<file path="src/rtl/core/grid_move_neighbor_generator_top_defines.svh">
// Assertion macros for the grid move neighbor generator.
// Included by the modules that carry concurrent checks; depends on nothing.
`ifndef GRID_MOVE_NEIGHBOR_GENERATOR_TOP_DEFINES_SVH
`define GRID_MOVE_NEIGHBOR_GENERATOR_TOP_DEFINES_SVH
`ifndef SYNTHESIS
`define GMNG_ASSERT_IMP(lbl, clk, rst_n, ante, cons) \
    lbl: assert property (@(posedge clk) disable iff (!rst_n) (ante) |-> (cons)) \
        else $error("gmng same-cycle check failed");
`define GMNG_ASSERT_NXT(lbl, clk, rst_n, ante, cons) \
    lbl: assert property (@(posedge clk) disable iff (!rst_n) (ante) |=> (cons)) \
        else $error("gmng next-cycle check failed");
`else
`define GMNG_ASSERT_IMP(lbl, clk, rst_n, ante, cons)
`define GMNG_ASSERT_NXT(lbl, clk, rst_n, ante, cons)
`endif
`endif

</file>
<file path="src/rtl/core/gmng_pkg.sv">
// Shared constants, types and helpers of the grid move neighbor generator.
// Used by every module of the block; depends on nothing.
package gmng_pkg;

    localparam int MAX_DIM    = 16;
    localparam int COORD_LIM  = 16;
    localparam int SIZE_LIMIT = (MAX_DIM < COORD_LIM) ? MAX_DIM : COORD_LIM;
    localparam int COORD_W    = 4;
    localparam int SIZE_W     = 5;
    localparam int DEPTH      = MAX_DIM * MAX_DIM;
    localparam int ADDR_W     = $clog2(DEPTH);
    localparam int COST_W     = 8;
    localparam int AXIS_COST  = 100;
    localparam int DIAG_COST  = 141;
    localparam int NUM_AXIS   = 4;
    localparam int NUM_DIR    = 8;
    localparam int DIR_W      = 3;
    localparam int DCNT_W     = 4;
    localparam int CFG_IDX_W  = 1;

    localparam logic [CFG_IDX_W-1:0] CFG_GRID_X = 1'b0;
    localparam logic [CFG_IDX_W-1:0] CFG_GRID_Y = 1'b1;

    localparam logic signed [1:0] STEP_DX [NUM_DIR] = '{
        2'sb01, 2'sb11, 2'sb00, 2'sb00, 2'sb01, 2'sb01, 2'sb11, 2'sb11
    };
    localparam logic signed [1:0] STEP_DY [NUM_DIR] = '{
        2'sb00, 2'sb00, 2'sb01, 2'sb11, 2'sb01, 2'sb11, 2'sb01, 2'sb11
    };

    typedef enum logic [1:0] {
        REQ_WRITE  = 2'd0,
        REQ_TARGET = 2'd1,
        REQ_EXPAND = 2'd2,
        REQ_COVER  = 2'd3
    } t_req_type;

    typedef struct packed {
        t_req_type          req_type;
        logic [COORD_W-1:0] cell_x;
        logic [COORD_W-1:0] cell_y;
        logic               occupied;
        logic               planar;
    } t_req;

    typedef struct packed {
        logic [COORD_W-1:0] from_x;
        logic [COORD_W-1:0] from_y;
        logic [COORD_W-1:0] to_x;
        logic [COORD_W-1:0] to_y;
        logic [COST_W-1:0]  move_cost;
        logic               target_moved;
        logic               found;
        logic               last;
    } t_move;

    typedef struct packed {
        logic              we;
        logic [ADDR_W-1:0] waddr;
        logic              wdata;
        logic              re;
        logic [ADDR_W-1:0] raddr;
    } t_mem_req;

    function automatic logic [ADDR_W-1:0] occ_addr(input logic [SIZE_W-1:0] x,
                                                   input logic [SIZE_W-1:0] y);
        return ADDR_W'(int'(x) * MAX_DIM + int'(y));
    endfunction

endpackage

</file>
<file path="src/rtl/core/gmng_occ_mem.sv">
// Occupancy store: one bit per cell, one write and one registered read port.
// Per-entry valid flops make unwritten cells read free. Depends on gmng_pkg.
module gmng_occ_mem (
    input  logic                      i_clk,
    input  logic                      i_rst_n,
    input  gmng_pkg::t_mem_req        i_req,
    output logic                      o_rd_data
);

    logic [gmng_pkg::DEPTH-1:0] r_vld;
    logic                       r_mem [gmng_pkg::DEPTH];
    logic                       r_rd_data;

    always_ff @(posedge i_clk) begin
        if (!i_rst_n) begin
            r_vld <= '0;
        end else if (i_req.we) begin
            r_vld[i_req.waddr] <= 1'b1;
        end
    end

    always_ff @(posedge i_clk) begin
        if (i_req.we) begin
            r_mem[i_req.waddr] <= i_req.wdata;
        end
    end

    always_ff @(posedge i_clk) begin
        if (i_req.re) begin
            r_rd_data <= r_vld[i_req.raddr] & r_mem[i_req.raddr];
        end
    end

    assign o_rd_data = r_rd_data;

endmodule

</file>
<file path="src/rtl/core/gmng_step_unit.sv">
// Shared neighbor unit: offsets a source cell by one direction and checks bounds.
// Depends on gmng_pkg for the step tables and widths.
module gmng_step_unit (
    input  logic [gmng_pkg::COORD_W-1:0] i_src_x,
    input  logic [gmng_pkg::COORD_W-1:0] i_src_y,
    input  logic [gmng_pkg::DIR_W-1:0]   i_dir,
    input  logic [gmng_pkg::SIZE_W-1:0]  i_x_size,
    input  logic [gmng_pkg::SIZE_W-1:0]  i_y_size,
    output logic [gmng_pkg::SIZE_W-1:0]  o_nx,
    output logic [gmng_pkg::SIZE_W-1:0]  o_ny,
    output logic                         o_inb
);

    logic signed [1:0] dx;
    logic signed [1:0] dy;

    assign dx = gmng_pkg::STEP_DX[i_dir];
    assign dy = gmng_pkg::STEP_DY[i_dir];

    // a step below zero wraps high, so one unsigned compare covers both edges
    assign o_nx  = {1'b0, i_src_x} + {{(gmng_pkg::SIZE_W-2){dx[1]}}, dx};
    assign o_ny  = {1'b0, i_src_y} + {{(gmng_pkg::SIZE_W-2){dy[1]}}, dy};
    assign o_inb = (o_nx < i_x_size) && (o_ny < i_y_size);

endmodule

</file>
<file path="src/rtl/core/gmng_seq.sv">
// Request sequencer: grid writes, target register, per-direction expansion
// through the shared step unit, pending-move slot and output register.
// Depends on gmng_pkg, gmng_step_unit and the assertion macro header.
`include "grid_move_neighbor_generator_top_defines.svh"

module gmng_seq (
    input  logic                        i_clk,
    input  logic                        i_rst_n,
    input  logic [gmng_pkg::SIZE_W-1:0] i_x_size,
    input  logic [gmng_pkg::SIZE_W-1:0] i_y_size,
    input  logic                        i_in_valid,
    output logic                        o_in_ready,
    input  gmng_pkg::t_req              i_in,
    output logic                        o_out_valid,
    input  logic                        i_out_ready,
    output gmng_pkg::t_move             o_out,
    output gmng_pkg::t_mem_req          o_mem,
    input  logic                        i_mem_rd
);

    typedef enum logic [2:0] {
        ST_IDLE  = 3'b001,
        ST_RUN   = 3'b010,
        ST_FLUSH = 3'b100
    } t_state;

    typedef struct packed {
        logic [gmng_pkg::DIR_W-1:0]   dir;
        logic [gmng_pkg::COORD_W-1:0] nx;
        logic [gmng_pkg::COORD_W-1:0] ny;
        logic                         inb;
    } t_stage;

    t_state                        r_state,  n_state;
    logic [gmng_pkg::COORD_W-1:0]  r_tgt_x,  n_tgt_x;
    logic [gmng_pkg::COORD_W-1:0]  r_tgt_y,  n_tgt_y;
    logic [gmng_pkg::COORD_W-1:0]  r_src_x,  n_src_x;
    logic [gmng_pkg::COORD_W-1:0]  r_src_y,  n_src_y;
    logic                          r_cov,    n_cov;
    logic                          r_carry,  n_carry;
    logic                          r_planar, n_planar;
    logic [gmng_pkg::DCNT_W-1:0]   r_dir,    n_dir;
    t_stage                        r_s1,     n_s1;
    logic                          r_s1_vld, n_s1_vld;
    logic [gmng_pkg::NUM_AXIS-1:0] r_free,   n_free;
    gmng_pkg::t_move               r_pend,   n_pend;
    logic                          r_pend_vld, n_pend_vld;
    gmng_pkg::t_move               r_out,    n_out;
    logic                          r_out_vld, n_out_vld;

    logic [gmng_pkg::SIZE_W-1:0]   su_nx;
    logic [gmng_pkg::SIZE_W-1:0]   su_ny;
    logic                          su_inb;
    logic                          in_fire;
    logic [gmng_pkg::DCNT_W-1:0]   dir_end;
    logic                          more_dirs;
    logic                          axis;
    logic [1:0]                    corner_a;
    logic [1:0]                    corner_b;
    logic                          legal;
    logic                          out_free;
    logic                          advance;
    logic                          issue;
    gmng_pkg::t_move               new_move;
    gmng_pkg::t_move               miss_move;
    gmng_pkg::t_move               final_move;

    gmng_step_unit u_step (
        .i_src_x  (r_src_x),
        .i_src_y  (r_src_y),
        .i_dir    (r_dir[gmng_pkg::DIR_W-1:0]),
        .i_x_size (i_x_size),
        .i_y_size (i_y_size),
        .o_nx     (su_nx),
        .o_ny     (su_ny),
        .o_inb    (su_inb)
    );

    assign o_in_ready = (r_state == ST_IDLE);
    assign in_fire    = i_in_valid && o_in_ready;
    assign dir_end    = r_planar ? gmng_pkg::DCNT_W'(gmng_pkg::NUM_DIR)
                                 : gmng_pkg::DCNT_W'(gmng_pkg::NUM_AXIS);
    assign more_dirs  = (r_dir != dir_end);

    // diagonal corners are the x-axis and y-axis neighbors on the same side
    assign axis     = !r_s1.dir[2];
    assign corner_a = {1'b0, r_s1.dir[1]};
    assign corner_b = {1'b1, r_s1.dir[0]};
    assign legal    = r_s1_vld && r_s1.inb &&
                      (r_cov || (!i_mem_rd &&
                                 (axis || (r_free[corner_a] && r_free[corner_b]))));
    assign out_free = !r_out_vld || i_out_ready;
    assign advance  = !(legal && r_pend_vld && !out_free);
    assign issue    = (r_state == ST_RUN) && more_dirs && advance;

    always_comb begin
        new_move              = '0;
        new_move.from_x       = r_src_x;
        new_move.from_y       = r_src_y;
        new_move.to_x         = r_s1.nx;
        new_move.to_y         = r_s1.ny;
        new_move.move_cost    = axis ? gmng_pkg::COST_W'(gmng_pkg::AXIS_COST)
                                     : gmng_pkg::COST_W'(gmng_pkg::DIAG_COST);
        new_move.target_moved = r_carry;
        new_move.found        = 1'b1;
        miss_move             = '0;
        miss_move.from_x      = r_src_x;
        miss_move.from_y      = r_src_y;
        miss_move.last        = 1'b1;
        final_move            = r_pend;
        final_move.last       = 1'b1;
    end

    always_comb begin
        o_mem       = '0;
        o_mem.we    = in_fire && (r_state == ST_IDLE) &&
                      (i_in.req_type == gmng_pkg::REQ_WRITE) &&
                      (int'(i_in.cell_x) < gmng_pkg::MAX_DIM) &&
                      (int'(i_in.cell_y) < gmng_pkg::MAX_DIM);
        o_mem.waddr = gmng_pkg::occ_addr({1'b0, i_in.cell_x}, {1'b0, i_in.cell_y});
        o_mem.wdata = i_in.occupied;
        o_mem.re    = issue;
        o_mem.raddr = gmng_pkg::occ_addr(su_nx, su_ny);
    end

    always_comb begin
        n_state    = r_state;
        n_tgt_x    = r_tgt_x;
        n_tgt_y    = r_tgt_y;
        n_src_x    = r_src_x;
        n_src_y    = r_src_y;
        n_cov      = r_cov;
        n_carry    = r_carry;
        n_planar   = r_planar;
        n_dir      = r_dir;
        n_s1       = r_s1;
        n_s1_vld   = r_s1_vld;
        n_free     = r_free;
        n_pend     = r_pend;
        n_pend_vld = r_pend_vld;
        n_out      = r_out;
        n_out_vld  = r_out_vld;

        if (r_out_vld && i_out_ready) begin
            n_out_vld = 1'b0;
        end

        case (r_state)
            ST_IDLE: begin
                if (in_fire) begin
                    case (i_in.req_type)
                        gmng_pkg::REQ_TARGET: begin
                            n_tgt_x = i_in.cell_x;
                            n_tgt_y = i_in.cell_y;
                        end
                        gmng_pkg::REQ_EXPAND: begin
                            n_src_x  = i_in.cell_x;
                            n_src_y  = i_in.cell_y;
                            n_cov    = 1'b0;
                            n_carry  = (i_in.cell_x == r_tgt_x) && (i_in.cell_y == r_tgt_y);
                            n_planar = i_in.planar;
                            n_dir    = '0;
                            n_state  = ST_RUN;
                        end
                        gmng_pkg::REQ_COVER: begin
                            n_src_x  = r_tgt_x;
                            n_src_y  = r_tgt_y;
                            n_cov    = 1'b1;
                            n_carry  = 1'b1;
                            n_planar = i_in.planar;
                            n_dir    = '0;
                            n_state  = ST_RUN;
                        end
                        default: begin
                        end
                    endcase
                end
            end
            ST_RUN: begin
                if (advance) begin
                    if (more_dirs) begin
                        n_s1.dir = r_dir[gmng_pkg::DIR_W-1:0];
                        n_s1.nx  = su_nx[gmng_pkg::COORD_W-1:0];
                        n_s1.ny  = su_ny[gmng_pkg::COORD_W-1:0];
                        n_s1.inb = su_inb;
                        n_s1_vld = 1'b1;
                        n_dir    = r_dir + 1'b1;
                    end else begin
                        n_s1_vld = 1'b0;
                    end
                    if (r_s1_vld && axis) begin
                        n_free[r_s1.dir[1:0]] = r_s1.inb && !i_mem_rd;
                    end
                    if (legal) begin
                        n_pend     = new_move;
                        n_pend_vld = 1'b1;
                        if (r_pend_vld) begin
                            n_out     = r_pend;
                            n_out_vld = 1'b1;
                        end
                    end
                end
                if (!more_dirs && !r_s1_vld) begin
                    n_state = ST_FLUSH;
                end
            end
            ST_FLUSH: begin
                if (out_free) begin
                    n_out      = r_pend_vld ? final_move : miss_move;
                    n_out_vld  = 1'b1;
                    n_pend_vld = 1'b0;
                    n_state    = ST_IDLE;
                end
            end
            default: begin
                n_state = ST_IDLE;
            end
        endcase
    end

    always_ff @(posedge i_clk) begin
        if (!i_rst_n) begin
            r_state    <= ST_IDLE;
            r_tgt_x    <= '0;
            r_tgt_y    <= '0;
            r_dir      <= '0;
            r_s1_vld   <= 1'b0;
            r_pend_vld <= 1'b0;
            r_out_vld  <= 1'b0;
        end else begin
            r_state    <= n_state;
            r_tgt_x    <= n_tgt_x;
            r_tgt_y    <= n_tgt_y;
            r_dir      <= n_dir;
            r_s1_vld   <= n_s1_vld;
            r_pend_vld <= n_pend_vld;
            r_out_vld  <= n_out_vld;
        end
    end

    always_ff @(posedge i_clk) begin
        r_src_x  <= n_src_x;
        r_src_y  <= n_src_y;
        r_cov    <= n_cov;
        r_carry  <= n_carry;
        r_planar <= n_planar;
        r_s1     <= n_s1;
        r_free   <= n_free;
        r_pend   <= n_pend;
        r_out    <= n_out;
    end

    assign o_out_valid = r_out_vld;
    assign o_out       = r_out;

    `GMNG_ASSERT_IMP(a_idle_no_pend, i_clk, i_rst_n, r_state == ST_IDLE, !r_pend_vld)
    `GMNG_ASSERT_IMP(a_stage_in_run, i_clk, i_rst_n, r_s1_vld, r_state == ST_RUN)
    `GMNG_ASSERT_NXT(a_flush_last, i_clk, i_rst_n, (r_state == ST_FLUSH) && out_free, r_out_vld && r_out.last)
    `GMNG_ASSERT_IMP(a_miss_shape, i_clk, i_rst_n, r_out_vld && !r_out.found, r_out.last && (r_out.move_cost == '0))
    `GMNG_ASSERT_IMP(a_dir_range, i_clk, i_rst_n, 1'b1, r_dir <= gmng_pkg::DCNT_W'(gmng_pkg::NUM_DIR))

endmodule

</file>
<file path="src/rtl/core/grid_move_neighbor_generator_top.sv">
// Top level of the grid move neighbor generator: stream ports, size registers,
// occupancy store and sequencer. Depends on gmng_pkg, gmng_occ_mem, gmng_seq.
//
//   channel  | dir | handshake              | payload
//   s_axis   | in  | s_axis_tvalid/tready   | tdata cell, tuser req_type
//   m_axis   | out | m_axis_tvalid/tready   | tdata move, tuser found, tlast
//   cfg      | in  | i_cfg_we               | i_cfg_index, i_cfg_wdata
//
// An expansion visits N = 4 or 8 directions, one direction per cycle unless a
// stalled output holds it, through the shared step unit and the single
// occupancy read port.
// Reset clears the grid (per-cell valid flops), the target and the sizes to 16.
// A stalled output holds the sequencer whenever a further move or the closing
// transfer of an expansion waits behind the output register.
module grid_move_neighbor_generator_top (
    input  logic                            i_clk,
    input  logic                            i_rst_n,
    input  logic                            i_cfg_we,
    input  logic [gmng_pkg::CFG_IDX_W-1:0]  i_cfg_index,
    input  logic [gmng_pkg::SIZE_W-1:0]     i_cfg_wdata,
    input  logic                            s_axis_tvalid,
    output logic                            s_axis_tready,
    input  logic [15:0]                     s_axis_tdata,  // cell_x, cell_y, occupied, planar
    input  logic [1:0]                      s_axis_tuser,  // req_type
    output logic                            m_axis_tvalid,
    input  logic                            m_axis_tready,
    output logic [31:0]                     m_axis_tdata,  // from_x, from_y, to_x, to_y,
                                                           // move_cost, target_moved
    output logic [0:0]                      m_axis_tuser,  // found
    output logic                            m_axis_tlast
);

    logic [gmng_pkg::SIZE_W-1:0] r_grid_x_size;
    logic [gmng_pkg::SIZE_W-1:0] r_grid_y_size;
    logic [gmng_pkg::SIZE_W-1:0] x_used;
    logic [gmng_pkg::SIZE_W-1:0] y_used;
    gmng_pkg::t_req              in_req;
    gmng_pkg::t_move             out_move;
    gmng_pkg::t_mem_req          mem_req;
    logic                        mem_rd;

    always_ff @(posedge i_clk) begin
        if (!i_rst_n) begin
            r_grid_x_size <= gmng_pkg::SIZE_W'(16);
            r_grid_y_size <= gmng_pkg::SIZE_W'(16);
        end else if (i_cfg_we) begin
            if (i_cfg_index == gmng_pkg::CFG_GRID_X) begin
                r_grid_x_size <= i_cfg_wdata;
            end
            if (i_cfg_index == gmng_pkg::CFG_GRID_Y) begin
                r_grid_y_size <= i_cfg_wdata;
            end
        end
    end

    assign x_used = (r_grid_x_size > gmng_pkg::SIZE_W'(gmng_pkg::SIZE_LIMIT))
                  ? gmng_pkg::SIZE_W'(gmng_pkg::SIZE_LIMIT) : r_grid_x_size;
    assign y_used = (r_grid_y_size > gmng_pkg::SIZE_W'(gmng_pkg::SIZE_LIMIT))
                  ? gmng_pkg::SIZE_W'(gmng_pkg::SIZE_LIMIT) : r_grid_y_size;

    always_comb begin
        in_req.req_type = gmng_pkg::t_req_type'(s_axis_tuser);
        in_req.cell_x   = s_axis_tdata[3:0];
        in_req.cell_y   = s_axis_tdata[7:4];
        in_req.occupied = s_axis_tdata[8];
        in_req.planar   = s_axis_tdata[9];
    end

    gmng_occ_mem u_occ (
        .i_clk     (i_clk),
        .i_rst_n   (i_rst_n),
        .i_req     (mem_req),
        .o_rd_data (mem_rd)
    );

    gmng_seq u_seq (
        .i_clk       (i_clk),
        .i_rst_n     (i_rst_n),
        .i_x_size    (x_used),
        .i_y_size    (y_used),
        .i_in_valid  (s_axis_tvalid),
        .o_in_ready  (s_axis_tready),
        .i_in        (in_req),
        .o_out_valid (m_axis_tvalid),
        .i_out_ready (m_axis_tready),
        .o_out       (out_move),
        .o_mem       (mem_req),
        .i_mem_rd    (mem_rd)
    );

    assign m_axis_tdata = {7'b0, out_move.target_moved, out_move.move_cost,
                           out_move.to_y, out_move.to_x, out_move.from_y, out_move.from_x};
    assign m_axis_tuser = out_move.found;
    assign m_axis_tlast = out_move.last;

endmodule
</file>
<file path="config.mk">
export PLATFORM = sky130hd
export DESIGN_NAME = grid_move_neighbor_generator_top
export DESIGN_NICKNAME = d
export VERILOG_FILES = /design/src/rtl/core/gmng_pkg.sv /design/src/rtl/core/gmng_occ_mem.sv /design/src/rtl/core/gmng_step_unit.sv /design/src/rtl/core/gmng_seq.sv /design/src/rtl/core/grid_move_neighbor_generator_top.sv
export VERILOG_INCLUDE_DIRS = /design/src /design/src/rtl/core
export SDC_FILE = /design/constraint.sdc
export NUM_CORES = 1
export LEC_CHECK = 0
export BUFFER_PORTS_ARGS = -buffer_cell sky130_fd_sc_hd__buf_2
export CAP_MARGIN = 20
export CELL_PAD_IN_SITES_DETAIL_PLACEMENT = 1
export CELL_PAD_IN_SITES_GLOBAL_PLACEMENT = 2
export CORE_ASPECT_RATIO = 0.6
export CORE_MARGIN = 3
export CORE_UTILIZATION = 39
export CTS_BUF_LIST = sky130_fd_sc_hd__clkbuf_16
export CTS_CLUSTER_DIAMETER = 50
export DETAILED_ROUTE_END_ITERATION = 7
export PLACE_DENSITY_LB_ADDON = 0.3
export SLEW_MARGIN = 20
export SYNTH_ARGS = -nofsm -noshare
export SYNTH_HDL_FRONTEND = slang
export SYNTH_SLANG_ARGS = --single-unit
</file>
<file path="constraint.sdc">
create_clock -name i_clk -period 3.3 [get_ports i_clk]
set_input_delay 0.165 -clock i_clk [delete_from_list [all_inputs] [get_ports i_clk]]
set_output_delay 0.165 -clock i_clk [all_outputs]
set_load 0.03 [all_outputs]
</file>
# --- Word-level counts from Yosys, hierarchy flattened ---
# Memories as Yosys holds them, arrays and structs flattened.
# Index checks and enable logic that the tools add are counted.
# W data, S select, Z words.
classes:
  bitwise_logic: 5
  muxes: 52
  n_reduce_logical: 47
  n_addsub: 5
  order_cmp: 12
  eq_ne: 17
ops:
  columns: ["cell", "count"]
  rows:
  - ["$or A256 B256 Y256", 1]
  - ["$mux W27", 5]
  - ["$pmux W27 S2", 1]
  - ["$pmux W4 S2", 3]
  - ["$mux W4", 5]
  - ["$logic_and A1 B1 Y1", 19]
  - ["$lt A8 B9 Y1 const B", 2]
  - ["$mux W1", 18]
  - ["$reduce_and A3 Y1", 6]
  - ["$mux W3", 4]
  - ["$add A4 B5 Y5", 2]
  - ["$gt A5 B5 Y1 const B", 2]
  - ["$lt A5 B5 Y1", 2]
  - ["$mux W5", 2]
  - ["$reduce_and A5 Y1", 2]
  - ["$pmux W3 S3", 1]
  - ["$add A8 B4 Y8", 1]
  - ["$add A8 B5 Y8", 1]
  - ["$bmux W1 S8", 1]
  - ["$demux W1 S8", 1]
  - ["$eq A4 B4 Y1", 2]
  - ["$ge A8 B1 Y1 const B", 1]
  - ["$mux W2", 4]
  - ["$mux W8", 1]
  - ["other kinds (26)", 51]
totals:
  in_bits: 29
  n_memories: 3
  mem_bits_rw: 256
  ff_bits: 364
  out_inout_bits: 36
  wordCells: 176
  mem_bits_ro: 32
memory_table:
  columns: ["memory", "depth", "width", "read_ports", "rd_ports_with_merged_regs", "wr", "line_no", "source"]
  rows:
  - ["u_occ.r_mem", 256, 1, 1, 0, 1, "gmng_occ_mem.sv:11", "logic r_mem [gmng_pkg::DEPTH];"]
  - ["(no name shown)", 8, 2, 1, 0, 0, "gmng_step_unit.sv:18", "assign dy = gmng_pkg::STEP_DY[i_dir];"]
  - ["(no name shown)", 8, 2, 1, 0, 0, "gmng_step_unit.sv:17", "assign dx = gmng_pkg::STEP_DX[i_dir];"]

# --- Depth between registers and ports, before layout ---
# Gate-level depths: netlist of run 1.
depth:
  ltp_word: 11
  depth_mapped: 15
  mapped_depth_nobuf: 15

# --- Cells and area by module ---
# A second synthesis of run 1 with hierarchy kept.
hier_totals:
  cells_unflattened: 2028
  area_unflattened_um2: 23759.0
modules_own_cells:
  columns: ["mod", "n_inst", "seq_area_each_um2", "area_per_inst_um2", "cells_per_inst"]
  rows:
  - ["gmng_occ_mem", 1, 12842.3, 19229.7, 1660]
  - ["gmng_seq", 1, 2372.3, 3479.6, 242]
  - ["gmng_step_unit", 1, 0.0, 531.8, 67]
  - ["grid_move_neighbor_generator_top", 1, 200.2, 518.0, 59]

# --- Worst setup path after synthesis of run 1 ---
# Ideal clock, no wire load.
synth_timing:
  kind: "reg2reg"
  start: "register u_seq.r_dir[1] (netlist bit)"
  end: "register u_occ.r_rd_data, in the netlist u_occ.o_rd_data (data pin)"
  t_arrival_ns: 3.430
  setup_ns: 0.174
  setup_slack_ns: -0.304
  path_buffers: 0
  period_less_slack_ns: 3.604
  required_ns: 3.126
  path_stages_with_launch: 16
  cell_sequence: "dfxtp_1 -> ha_1 -> inv_1 -> o21ai_0 -> fa_1 -> a21o_1 -> a21oi_1 -> xnor2_1 -> ha_1 -> ha_1 -> or2_2 -> nand2_1 -> mux4_2 -> nand2_1 -> nand4_1 -> a311oi_1"
synth_via:
  elab_chain_cells: 9
  word_cells_on_any_way: 14
  cone_classes: "add/sub: 3; mux: 6; bitwise: 2; memory: 3"
synth_lines:
  columns: ["item", "line_no", "source"]
  rows:
  - ["start, declared", "gmng_seq.sv:42", "logic [gmng_pkg::DCNT_W-1:0] r_dir, n_dir;"]
  - ["start signal, assigned", "gmng_seq.sv:234", "r_dir <= n_dir;"]
  - ["$not A3 Y4 (implied by the code) *", "gmng_step_unit.sv:17, gmng_step_unit.sv:18", null]
  - ["$mem_v2 Z8 W2 (on tied branches)", null, null]
  - ["$mux W2 (on tied branches) (2 in a row)", "gmng_step_unit.sv:18, gmng_step_unit.sv:17", null]
  - ["$add A4 B5 Y5 (on tied branches)", "gmng_step_unit.sv:22, gmng_step_unit.sv:21", null]
  - ["$add A8 B5 Y8 *", "gmng_pkg.sv:67", "return ADDR_W'(int'(x) * MAX_DIM + int'(y));"]
  - ["$bmux W1 S8", "gmng_occ_mem.sv:30", "r_rd_data <= r_vld[i_req.raddr] & r_mem[i_req.raddr];"]
  - ["$mux W1 (implied by the code)", "gmng_occ_mem.sv:30", null]
  - ["$and A1 B1 Y1 *", "gmng_occ_mem.sv:30", null]
  - ["end signal, assigned", "gmng_occ_mem.sv:30", null]
  - ["end, declared", "gmng_occ_mem.sv:12", "logic r_rd_data;"]
# Mark *: on every way between the ends. The rest lies on a longest branch, timed or not. The select of a mux whose other input is x is not followed.
# A chain may end at the register's enable or synchronous reset.

==> results of run 1 <==
final timing paths:
path	startpoint	end	slack, ns	cells past startpoint
setup / recovery	u_seq.r_dir[1]$_SDFFE_PN0P_	u_occ.o_rd_data$_DFFE_PP_	-0.31	12
hold reg to reg	u_seq.r_carry$_DFFE_PP_	u_seq.final_move[2]$_DFFE_PP_	0.43	0
hold / removal	s_axis_tdata[8]	u_occ.r_mem[117]$_DFFE_PP_	0.05	1
setup reg to reg	u_seq.r_dir[1]$_SDFFE_PN0P_	u_occ.o_rd_data$_DFFE_PP_	-0.31	12
cell type report:
type | instances | share of cell area
Sequential cell | 608 | 0.539
Multi-Input combinational cell | 1256 | 0.286
Timing Repair Buffer | 226 | 0.0734
Clock buffer | 59 | 0.0516
Tap cell | 816 | 0.0357
Clock inverter | 47 | 0.0121
Inverter | 16 | 0.00210
state kept, by name (all words and copies together) (netlist names), 5 cells and up:
name,flops
u_occ.r_mem,256
u_occ.r_vld,256
u_seq.o_out,21
u_seq.final_move,19
u_seq.new_move,8
r_grid_x_size,5
r_grid_y_size,5
per-stage QoR:
stage / TNS, ns / utilization
after floorplan: 0 / -
after global placement: -0.393 / 0.434
after detailed placement: -0.542 / 0.434
after CTS: -0.294 / 0.473
after global routing: -0.419 / 0.477
final: -0.310 / 0.477
cell usage in the layout (no fill, tap or decap), types with 4 or more instances in the layout:
cell           Yosys  layout
edfxtp_1         324     324
dfxtp_1          284     282
nor2_1           275     275
o21a_1           260     260
nand2_1          146     140
nand3_1          129     129
buf_4             18     120
clkbuf_16          0      63
o21ai_0           73      58
buf_2             18      47
nand3b_1          40      40
nand4_1           38      38
nor2b_1           29      29
mux4_2            29      29
o22ai_1           30      27
inv_1             15      25
dlygate4sd3_1      0      23
buf_12             0      23
nand4b_1          20      20
mux2_2            20      19
mux2i_1           16      16
a21boi_0          16      16
o21ai_1            3      15
clkinv_1           0      15
ha_1              20      14
clkinv_2           0      12
xnor2_1           12      11
nand2b_1           9       9
conb_1             1       9
nand2_2            1       7
a21oi_1            9       6
nor3_1             9       6
and3_1             6       5
bufinv_16          0       5
a21o_1             4       4
o211ai_1           4       4
ha_4               0       4
buf_16             0       4
cell families after synthesis:
group | share of synthesized area
muxes | 0.0433
and+or+nand+nor | 0.140
adders and majority gates | 0.0129
buffers and inverters | 0.0296
DFF | 0.642
other | 0.000156
xor gates and xnor gates | 0.00813
AOI/OAI and AO/OA | 0.123
power by group:
group	leakage [nW]	internal (mW)	switching [mW]	total, mW
Clock	0.935	3.62	2.94	6.56
Sequential	5.20	7.97	0.0224	7.99
Combinational	3.56	0.342	0.581	0.923
Total	9.70	11.9	3.54	15.5
repair_timing:
item / 4_1_cts / 5_1_grt
resized for setup: 32 / 32
endpoints found under the hold margin: 22 / 0
buffers inserted: 6 / 5
hold buffers: 23 / 0
endpoints found under the setup margin: 2 / 2
pin swaps: 13 / 18
gates cloned: 4 / 4
per-layer routing:
layer | wire length, um | part of all wire | GRT usage | vias up
met4 | 1300 | 0.017 | 0.0447 | 0
met3 | 5120 | 0.068 | 0.0432 | 86
met1 | 36600 | 0.49 | 0.344 | 8744
met2 | 32100 | 0.43 | 0.343 | 480
li1 | - | - | - | 7585
met5 | 0 | 0 | 0 | -
worst max-delay path, delay by kind of cell, from the launching register on:
kind / cells / cell delay (ns)
AOI/OAI and AO/OA: 3 / 0.53
adders and majority gates: 2 / 1.00
buffers and inverters: 3 / 0.46
DFF: 1 / 0.36
muxes: 1 / 0.50
and+or+nand+nor: 3 / 0.51
==> summary.md, run 1 <==
| Metric | Value |
|---|---|
| Syn avg cell area | 11.9 um^2 |
| Pwr/cell area | 541 nW/um^2 |
| CP Launch Type | flop |
| Drt wl/cell | 24.8 um |
| Crit path max fanout | 5 |
| IO Port Bufs | 49 |
| Register Area | 15,400 um^2 |
| Max clock buf depth | 3 |
| Final Cell Area | 28,600 um^2 |
| Number of flops mapped to enable cells by yosys | 324 |
| N_diodes | 0 |
| Unrepaired setup endpoints after global routing | true |
| Area growth syn-to-layout | 19.2% |
| H-tree depth | 2 |
| Total wire length | 75.2 mm |
| Clk_skew | 0.0205 ns |
| Maximum VDD drop | 410 uV |
| Slowest library cell on the worst path | fa_4 |
| Crit path required time | 3.66 ns |
| Worst Slack Setup Final | -0.310 ns |
| Core area | 60,000 um^2 |
| Die area | 64,700 um^2 |
| Count leader, synth | edfxtp_1 |
| Die width | 326 um |
| FMAX | 277 MHz |
| Aggregate global routing overflow | 0 |
| Clock Sink Count | 608 |
| Async SR Flop Fraction | 0 |
| Cell area after synthesis | 24,000 um^2 |
| Largest net degree at the start of global routing | 99 |
| Failing checks | setup timing |
| Drt first-iter violations | 1,704 |
| RD Place Congestion | 0.789 |
| Pre-CTS WS | -0.441 ns |
| Die Y | 198 um |
| Dominant synthesized flop cell | edfxtp_1 |
| Yosys top cell area share | 0.405 |
| Fillcell total | 6,229 |
| WHS | 0.0518 ns |
| Synth area leader | edfxtp_1 |
| Placed Instance Area | 26,000 um^2 |
| Cells after DPL | 2,882 |
| Rows | 69 |
| Most used cell along the critical path | buf_12 |
| Hold WC Path Type | input port to flop |
| Max cap viols | 0 |
| DRT Pass-1 Iters | 5 |
| Vias | 16,900 |
| Global-route wire length before repair | 111 mm |
| Post-synth cell types | 67 |
| Leak Pwr | 9.70 nW |
| CP peak stage delay | 0.83 ns |
| Final min period | 3.61 ns |
| Max-slew headroom | 0.373 |
| Synth top area cells | edfxtp_1, dfxtp_1, o21a_1 |
| NumNets Final | 2,216 |
| Tot GR Track Use | 0.228 |
| Initial core utilization | 0.400 |
| Clock Pin Slew Worst Setup and Hold Paths | 0.07 ns |
| Vias per Instance | 5.58 |
| CP endpoint kind | flop |
| Fraction of layout cells with a size suffix above 1 | 0.174 |
| Clk_lat worst skew | 0.62 ns |
| Design Power | 15.5 mW |
| Initial antenna violation count | 0 |
| CTS tree | done |
| Final Slew Violations | 0 |
| CP cell instances | or2_4 -> ha_4 -> fa_4 -> buf_12 -> buf_12 -> buf_4 -> mux4_2 -> nor3_2 -> nor3_1 -> a22o_1 -> a31oi_4 -> a311oi_2 |
| Top post-synthesis cells by count | edfxtp_1, dfxtp_1, nor2_1, o21a_1, nand2_1 |
| Fin cells | 3,028 |
| # IOs | 65 |
| Synth Register Bits | 608 |
| CTS buffer count | 57 |
| Vias in the first global route | 17,300 |
| Final Cycle Share | 1.09 |
| Crit Path Class | flop to flop |
| Worst Tran Pin Value | 0.937 ns |
| Root buf cell | clkbuf_16 |
| Seq/Total Area, Yosys | 0.642 |
| Final setup vio count | 1 |
| Worst EP arrival | 3.97 ns |
| Fin. Hold Viols | 0 |
| Antenna Nets Post-Route | 0 |
| Yosys warns | 0 |
| Run status | complete, but fails checks |
| Drc violations | 0 |
| Gate Count Post-Synth | 2,010 |
| Post-detail-place hpwl | 46.8 mm |
| Multi-input gate area | 8200 um^2 |
No activity file was read; power rests on OpenSTA's default activity.
==> run 2, diff against run 1 <==
--- a/config.mk
+++ b/config.mk
@@ -11,12 +11,13 @@
 export CELL_PAD_IN_SITES_DETAIL_PLACEMENT = 1
 export CELL_PAD_IN_SITES_GLOBAL_PLACEMENT = 2
 export CORE_ASPECT_RATIO = 0.6
-export CORE_MARGIN = 3
+export CORE_MARGIN = 2
 export CORE_UTILIZATION = 39
 export CTS_BUF_LIST = sky130_fd_sc_hd__clkbuf_16
 export CTS_CLUSTER_DIAMETER = 50
 export DETAILED_ROUTE_END_ITERATION = 7
 export PLACE_DENSITY_LB_ADDON = 0.3
+export REMOVE_ABC_BUFFERS = 1
 export SLEW_MARGIN = 20
 export SYNTH_ARGS = -nofsm -noshare
 export SYNTH_HDL_FRONTEND = slang
==> summary.md, run 2 (same netlist as run 1, synthesis figures left out) <==
| Metric | Value |
|---|---|
| Run status | complete, but fails checks |
| Failing checks | setup timing |
| CP Launch Type | flop |
| Global-route wire length before repair | 111 mm |
| DRT Pass-1 Iters | 6 |
| Fin cells | 3,056 |
| Post-detail-place hpwl | 45.6 mm |
| Antenna Nets Post-Route | 0 |
| Clock Pin Slew Worst Setup and Hold Paths | 0.07 ns |
| Clk_skew | 0.0209 ns |
| Crit Path Class | flop to flop |
| Worst Tran Pin Value | 0.980 ns |
| Drt first-iter violations | 1,454 |
| Die width | 324 um |
| NumNets Final | 2,231 |
| Multi-input gate area | 8260 um^2 |
| Unrepaired setup endpoints after global routing | true |
| Most frequent cells in the layout | edfxtp_1, dfxtp_1, nor2_1, o21a_1, nand2_1 |
| Initial core utilization | 0.394 |
| CTS buffer count | 57 |
| Clk_lat worst skew | 0.62 ns |
| N_diodes | 0 |
| Die area | 63,600 um^2 |
| IO Port Bufs | 49 |
| Final min period | 3.56 ns |
| Worst EP arrival | 3.99 ns |
| Drt wl/cell | 24.0 um |
| Largest net degree at the start of global routing | 107 |
| Rows | 70 |
| Total wire length | 73.3 mm |
| Register Area | 15,400 um^2 |
| Fillcell total | 6,366 |
| Final setup vio count | 2 |
| H-tree depth | 2 |
| Fin. Hold Viols | 0 |
| # IOs | 65 |
| Vias | 16,800 |
| Design Power | 15.6 mW |
| Clock Sink Count | 608 |
| Die Y | 196 um |
| FMAX | 281 MHz |
| WHS | 0.0387 ns |
| Core area | 60,900 um^2 |
| Maximum VDD drop | 487 uV |
| Final Slew Violations | 0 |
| Crit path max fanout | 7 |
| Final Cycle Share | 1.08 |
| Hold WC Path Type | input port to flop |
| CTS tree | done |
| Drc violations | 0 |
| Root buf cell | clkbuf_16 |
| Cells after DPL | 2,895 |
| Aggregate global routing overflow | 0 |
| Max cap viols | 0 |
| Area growth syn-to-layout | 20.3% |
| Max clock buf depth | 3 |
| RD Place Congestion | 0.785 |
| Crit path required time | 3.73 ns |
| Pre-CTS WS | -0.435 ns |
| Vias per Instance | 5.51 |
| Pwr/cell area | 541 nW/um^2 |
| Vias in the first global route | 17,500 |
| Leak Pwr | 9.82 nW |
| Fraction of layout cells with a size suffix above 1 | 0.184 |
| Fin util | 0.474 |
| Initial antenna violation count | 1 |
| CP endpoint kind | flop |
| Worst Slack Setup Final | -0.259 ns |
| Tot GR Track Use | 0.229 |
| Commonest non-fill, non-tap cell in the layout | edfxtp_1 |
| Max-slew headroom | 0.343 |
[run 2: power breakdown]
group,leakage [nW],internal [mW],switching [mW]
logic,3.63,0.348,0.570
clock network,0.990,3.75,2.96
registers,5.20,7.97,0.0185
[run 2: metal layers]
metal	vias to the layer above	global-route usage	share of wire
met2	400	0.349	0.44
met4	0	0.0444	0.017
li1	7619	-	-
met3	76	0.0408	0.058
met1	8734	0.344	0.49
met5	-	0	0
[run 2: layout make-up]
cell class,count,area share
flip-flops and latches,608,0.534
multi-input cells,1256,0.286
repair buffers,241,0.0770
clock buffers,60,0.0520
well taps,828,0.0359
clock inverters,47,0.0130
inverters,16,0.00208
[run 2: worst paths after layout]
check                                                  start                        endpoint  slack, ns  cells after the start
worst max-delay path             u_seq.r_dir[1]$_SDFFE_PN0P_       u_occ.o_rd_data$_DFFE_PP_      -0.26                     13
worst min-delay path                         s_axis_tuser[1]   u_seq.r_state[1]$_SDFFE_PN0P_       0.04                      3
worst max register to register   u_seq.r_dir[1]$_SDFFE_PN0P_       u_occ.o_rd_data$_DFFE_PP_      -0.26                     13
worst min register to register  u_seq.new_move[17]$_DFFE_PP_  u_seq.final_move[17]$_DFFE_PP_       0.42                      0
[run 2: metrics by stage]
step                      cell area [um^2]  TNS [ns]
after floorplan                      23400     -9.54
after global placement               26000    -0.827
after detailed placement             26000    -0.749
after CTS                            28600    -0.307
after global routing                 28900    -0.485
final                                28900    -0.293
[run 2: repair_timing]
| item | 4_1_cts | 5_1_grt |
|---|---|---|
| pin swaps | 26 | 20 |
| gates resized for setup | 67 | 45 |
| buffers inserted | 14 | 5 |
| hold buffers | 27 | 0 |
| setup endpoints to repair | 2 | 2 |
| cloned | 6 | 3 |
| hold endpoints to repair | 25 | 0 |
[run 2: worst max-delay path: stages, from the launching register on]
cell,delay [ns]
dfxtp_2,0.33
or2_4,0.26
ha_4,0.16
fa_4,0.80
buf_6,0.15
buf_12,0.15
buf_12,0.14
nand3_1,0.09
o21ai_2,0.06
o22ai_1,0.09
o211ai_1,0.28
nand2_1,0.18
o41a_1,0.43
a311oi_1,0.26
==> run 3, diff against run 2 <==
--- a/config.mk
+++ b/config.mk
@@ -15,7 +15,9 @@
 export CORE_UTILIZATION = 39
 export CTS_BUF_LIST = sky130_fd_sc_hd__clkbuf_16
 export CTS_CLUSTER_DIAMETER = 50
+export CTS_CLUSTER_SIZE = 30
 export DETAILED_ROUTE_END_ITERATION = 7
+export GPL_ROUTABILITY_DRIVEN = 0
 export PLACE_DENSITY_LB_ADDON = 0.3
 export REMOVE_ABC_BUFFERS = 1
 export SLEW_MARGIN = 20
==> constraint.sdc (replaced) <==
create_clock -name i_clk -period 3.3 [get_ports i_clk]
set_input_delay 0.165 -clock i_clk [delete_from_list [all_inputs] [get_ports i_clk]]
set_output_delay 0.165 -clock i_clk [all_outputs]
set_load 0.005 [all_outputs]
==> summary.md, run 3 (same netlist as run 1, synthesis figures left out) <==
| Metric | Value |
|---|---|
| Core area | 60,900 um^2 |
| Clock Sink Count | 608 |
| Hold Crit Start | m_axis_tready |
| Final Slew Violations | 0 |
| Reg power frac | 0.555 |
| Rows | 70 |
| Run status | complete, but fails checks |
| Initial antenna violation count | 1 |
| CP cell instances | or2_4 -> ha_4 -> fa_4 -> buf_12 -> buf_4 -> buf_4 -> mux4_2 -> nand2_1 -> and3_1 -> a2111oi_1 -> buf_4 -> a2111oi_4 -> a311oi_1 |
| Worst Slack Setup Final | -0.388 ns |
| Most used cell along the critical path | buf_4 |
| Vias in the first global route | 17,300 |
| Tot GR Track Use | 0.227 |
| Area growth syn-to-layout | 17.5% |
| Die Y | 196 um |
| WHS | 0.0327 ns |
| Drt wl/cell | 23.9 um |
| WP buf/inv | 4 |
| CP peak stage delay | 0.88 ns |
| N_diodes | 0 |
| Max cap viols | 0 |
| Slowest library cell on the worst path | fa_4 |
| CP Launch Type | flop |
| Final Cycle Share | 1.12 |
| Reg-to-reg endpoint | u_occ.o_rd_data$_DFFE_PP_ |
| Min-Delay Path Depth | 3 |
| Crit path required time | 3.70 ns |
| Drc violations | 0 |
| Root buf cell | clkbuf_16 |
| CP endpoint kind | flop |
| Net Sw Frac | 0.246 |
| Max clock buf depth | 3 |
| Drt first-iter violations | 1,584 |
| Number of cells on the worst reg-to-reg path | 13 |
| IO Port Bufs | 49 |
| WHS Endpoint | u_seq.o_out_valid$_SDFF_PN0_ |
| Worst EP arrival | 4.08 ns |
| Unrepaired setup endpoints after global routing | true |
| Crit-path leading delay family | adder cells |
| Worst Tran Pin Value | 0.962 ns |
| Reg2reg setup slack | -0.39 ns |
| NumNets Final | 2,212 |
| Largest net degree at the start of global routing | 107 |
| Hold WC Path Type | input port to flop |
| Pwr/cell area | 510 nW/um^2 |
| Leak Pwr | 9.48 nW |
| DRT Pass-1 Iters | 7 |
| Final min period | 3.69 ns |
| Fraction of layout cells with a size suffix above 1 | 0.174 |
| Post-detail-place hpwl | 45.6 mm |
| Die area | 63,600 um^2 |
| Comb pwr share | 0.062 |
| Global-route wire length before repair | 110 mm |
| Clk_skew | 0.0197 ns |
| Clk_lat worst skew | 0.57 ns |
| Commonest non-fill, non-tap cell in the layout | edfxtp_1 |
| Aggregate global routing overflow | 0 |
| Sw Pwr | 3.53 mW |
| Clock power share | 0.384 |
| Crit path max fanout | 7 |
| Internal power | 10.9 mW |
| Setup_tns | -0.544 ns |
| Vias | 16,600 |
| Vias per Instance | 5.51 |
| CTS tree | done |
| Antenna Nets Post-Route | 0 |
| Most frequent cells in the layout | edfxtp_1, dfxtp_1, nor2_1, o21a_1, nand2_1 |
| Critical R2R Launch | u_seq.r_dir[2]$_SDFFE_PN0P_ |
| Final setup vio count | 2 |
| Initial core utilization | 0.394 |
| # IOs | 65 |
| FMAX | 271 MHz |
| Clock Pin Slew Worst Setup and Hold Paths | 0.10 ns |
| CTS buffer count | 40 |
| Die width | 324 um |
| H-tree depth | 2 |
| Fin. Hold Viols | 0 |
| Max-slew headroom | 0.355 |
| Crit Path Class | flop to flop |
| Total wire length | 72.0 mm |
| Failing checks | setup timing |
| Maximum VDD drop | 344 uV |
==> run 3: changes by cell type in the layout (fill, tap and decap cells not counted), sizes merged <==
| cell | previous run | this run |
|---|---|---|
| buf | 210 | 212 |
| bufbuf | 0 | 1 |
| bufinv | 6 | 0 |
| clkbuf | 64 | 44 |
| clkinv | 22 | 6 |
| clkinvlp | 0 | 3 |
| dlygate4sd3 | 27 | 25 |
==> run 3: how the worst max path moves through the flow <==
| stage | start | end | slack, ns | cells after the start |
|---|---|---|---|---|
| floorplan | u_seq.r_dir[0]$_SDFFE_PN0P_ | u_occ.o_rd_data$_DFFE_PP_ | -3.62 | 10 |
| global placement | u_seq.r_dir[1]$_SDFFE_PN0P_ | u_occ.o_rd_data$_DFFE_PP_ | -0.48 | 13 |
| detailed placement | u_seq.r_dir[1]$_SDFFE_PN0P_ | u_occ.o_rd_data$_DFFE_PP_ | -0.43 | 13 |
| CTS | u_seq.r_dir[2]$_SDFFE_PN0P_ | u_occ.o_rd_data$_DFFE_PP_ | -0.31 | 13 |
| global route | u_seq.r_dir[1]$_SDFFE_PN0P_ | u_occ.o_rd_data$_DFFE_PP_ | -0.42 | 13 |
| finish | u_seq.r_dir[2]$_SDFFE_PN0P_ | u_occ.o_rd_data$_DFFE_PP_ | -0.39 | 13 |
==> run 3: final cells by class <==
| type | instances | area (um^2) |
|---|---|---|
| clock buffer | 43 | 1080 |
| clock inverter | 28 | 312 |
| fill | 6409 | 32700 |
| inverter | 16 | 60.1 |
| multi-input combinational | 1256 | 8170 |
| sequential | 608 | 15400 |
| tap | 828 | 1040 |
| timing repair buffer | 239 | 2130 |
==> run 3: power groups by stage <==
| stage | registers (mW) | clock network [mW] | logic [mW] |
|---|---|---|---|
| after global placement | 8.15 | 0 | 0.769 |
| after global routing | 7.98 | 5.90 | 0.949 |
| after floorplan | 8.15 | 0 | 0.302 |
| final | 7.98 | 5.52 | 0.891 |
| after detailed placement | 8.15 | 0 | 0.780 |
| after CTS | 7.98 | 5.63 | 0.862 |
==> run 3: worst reg2reg max path: stages (launching register included) <==
cell       delay (ns)
dfxtp_4          0.36
or2_4            0.23
ha_4             0.16
fa_4             0.88
buf_12           0.18
buf_4            0.14
buf_4            0.13
mux4_2           0.17
nand2_1          0.08
and3_1           0.18
a2111oi_1        0.46
buf_4            0.20
a2111oi_4        0.06
a311oi_1         0.26
==> run 3: layer usage <==
layer	global-route usage	share of wire
met1	0.339	0.49
met2	0.347	0.44
met3	0.0394	0.058
met4	0.0398	0.015
met5	0	0
==> run 3: timing repair <==
action	CTS	global route
resized for setup	39	31
endpoints found under the hold margin	21	0
hold buffers	25	0
endpoints found under the setup margin	2	2
cloned	4	0
buffers inserted	16	9
pin swaps	10	20
==> run 3: through the flow <==
step	instances	instance area, um^2	power, mW	setup WS, ns	utilization
floorplan	1880	23400	8.45	-3.62	-
global placement	2895	26000	8.92	-0.480	0.427
detailed placement	2895	26000	8.93	-0.435	0.427
CTS	3011	28000	14.5	-0.312	0.460
global route	3018	28200	14.8	-0.417	0.463
finish	3018	28200	14.4	-0.388	0.463
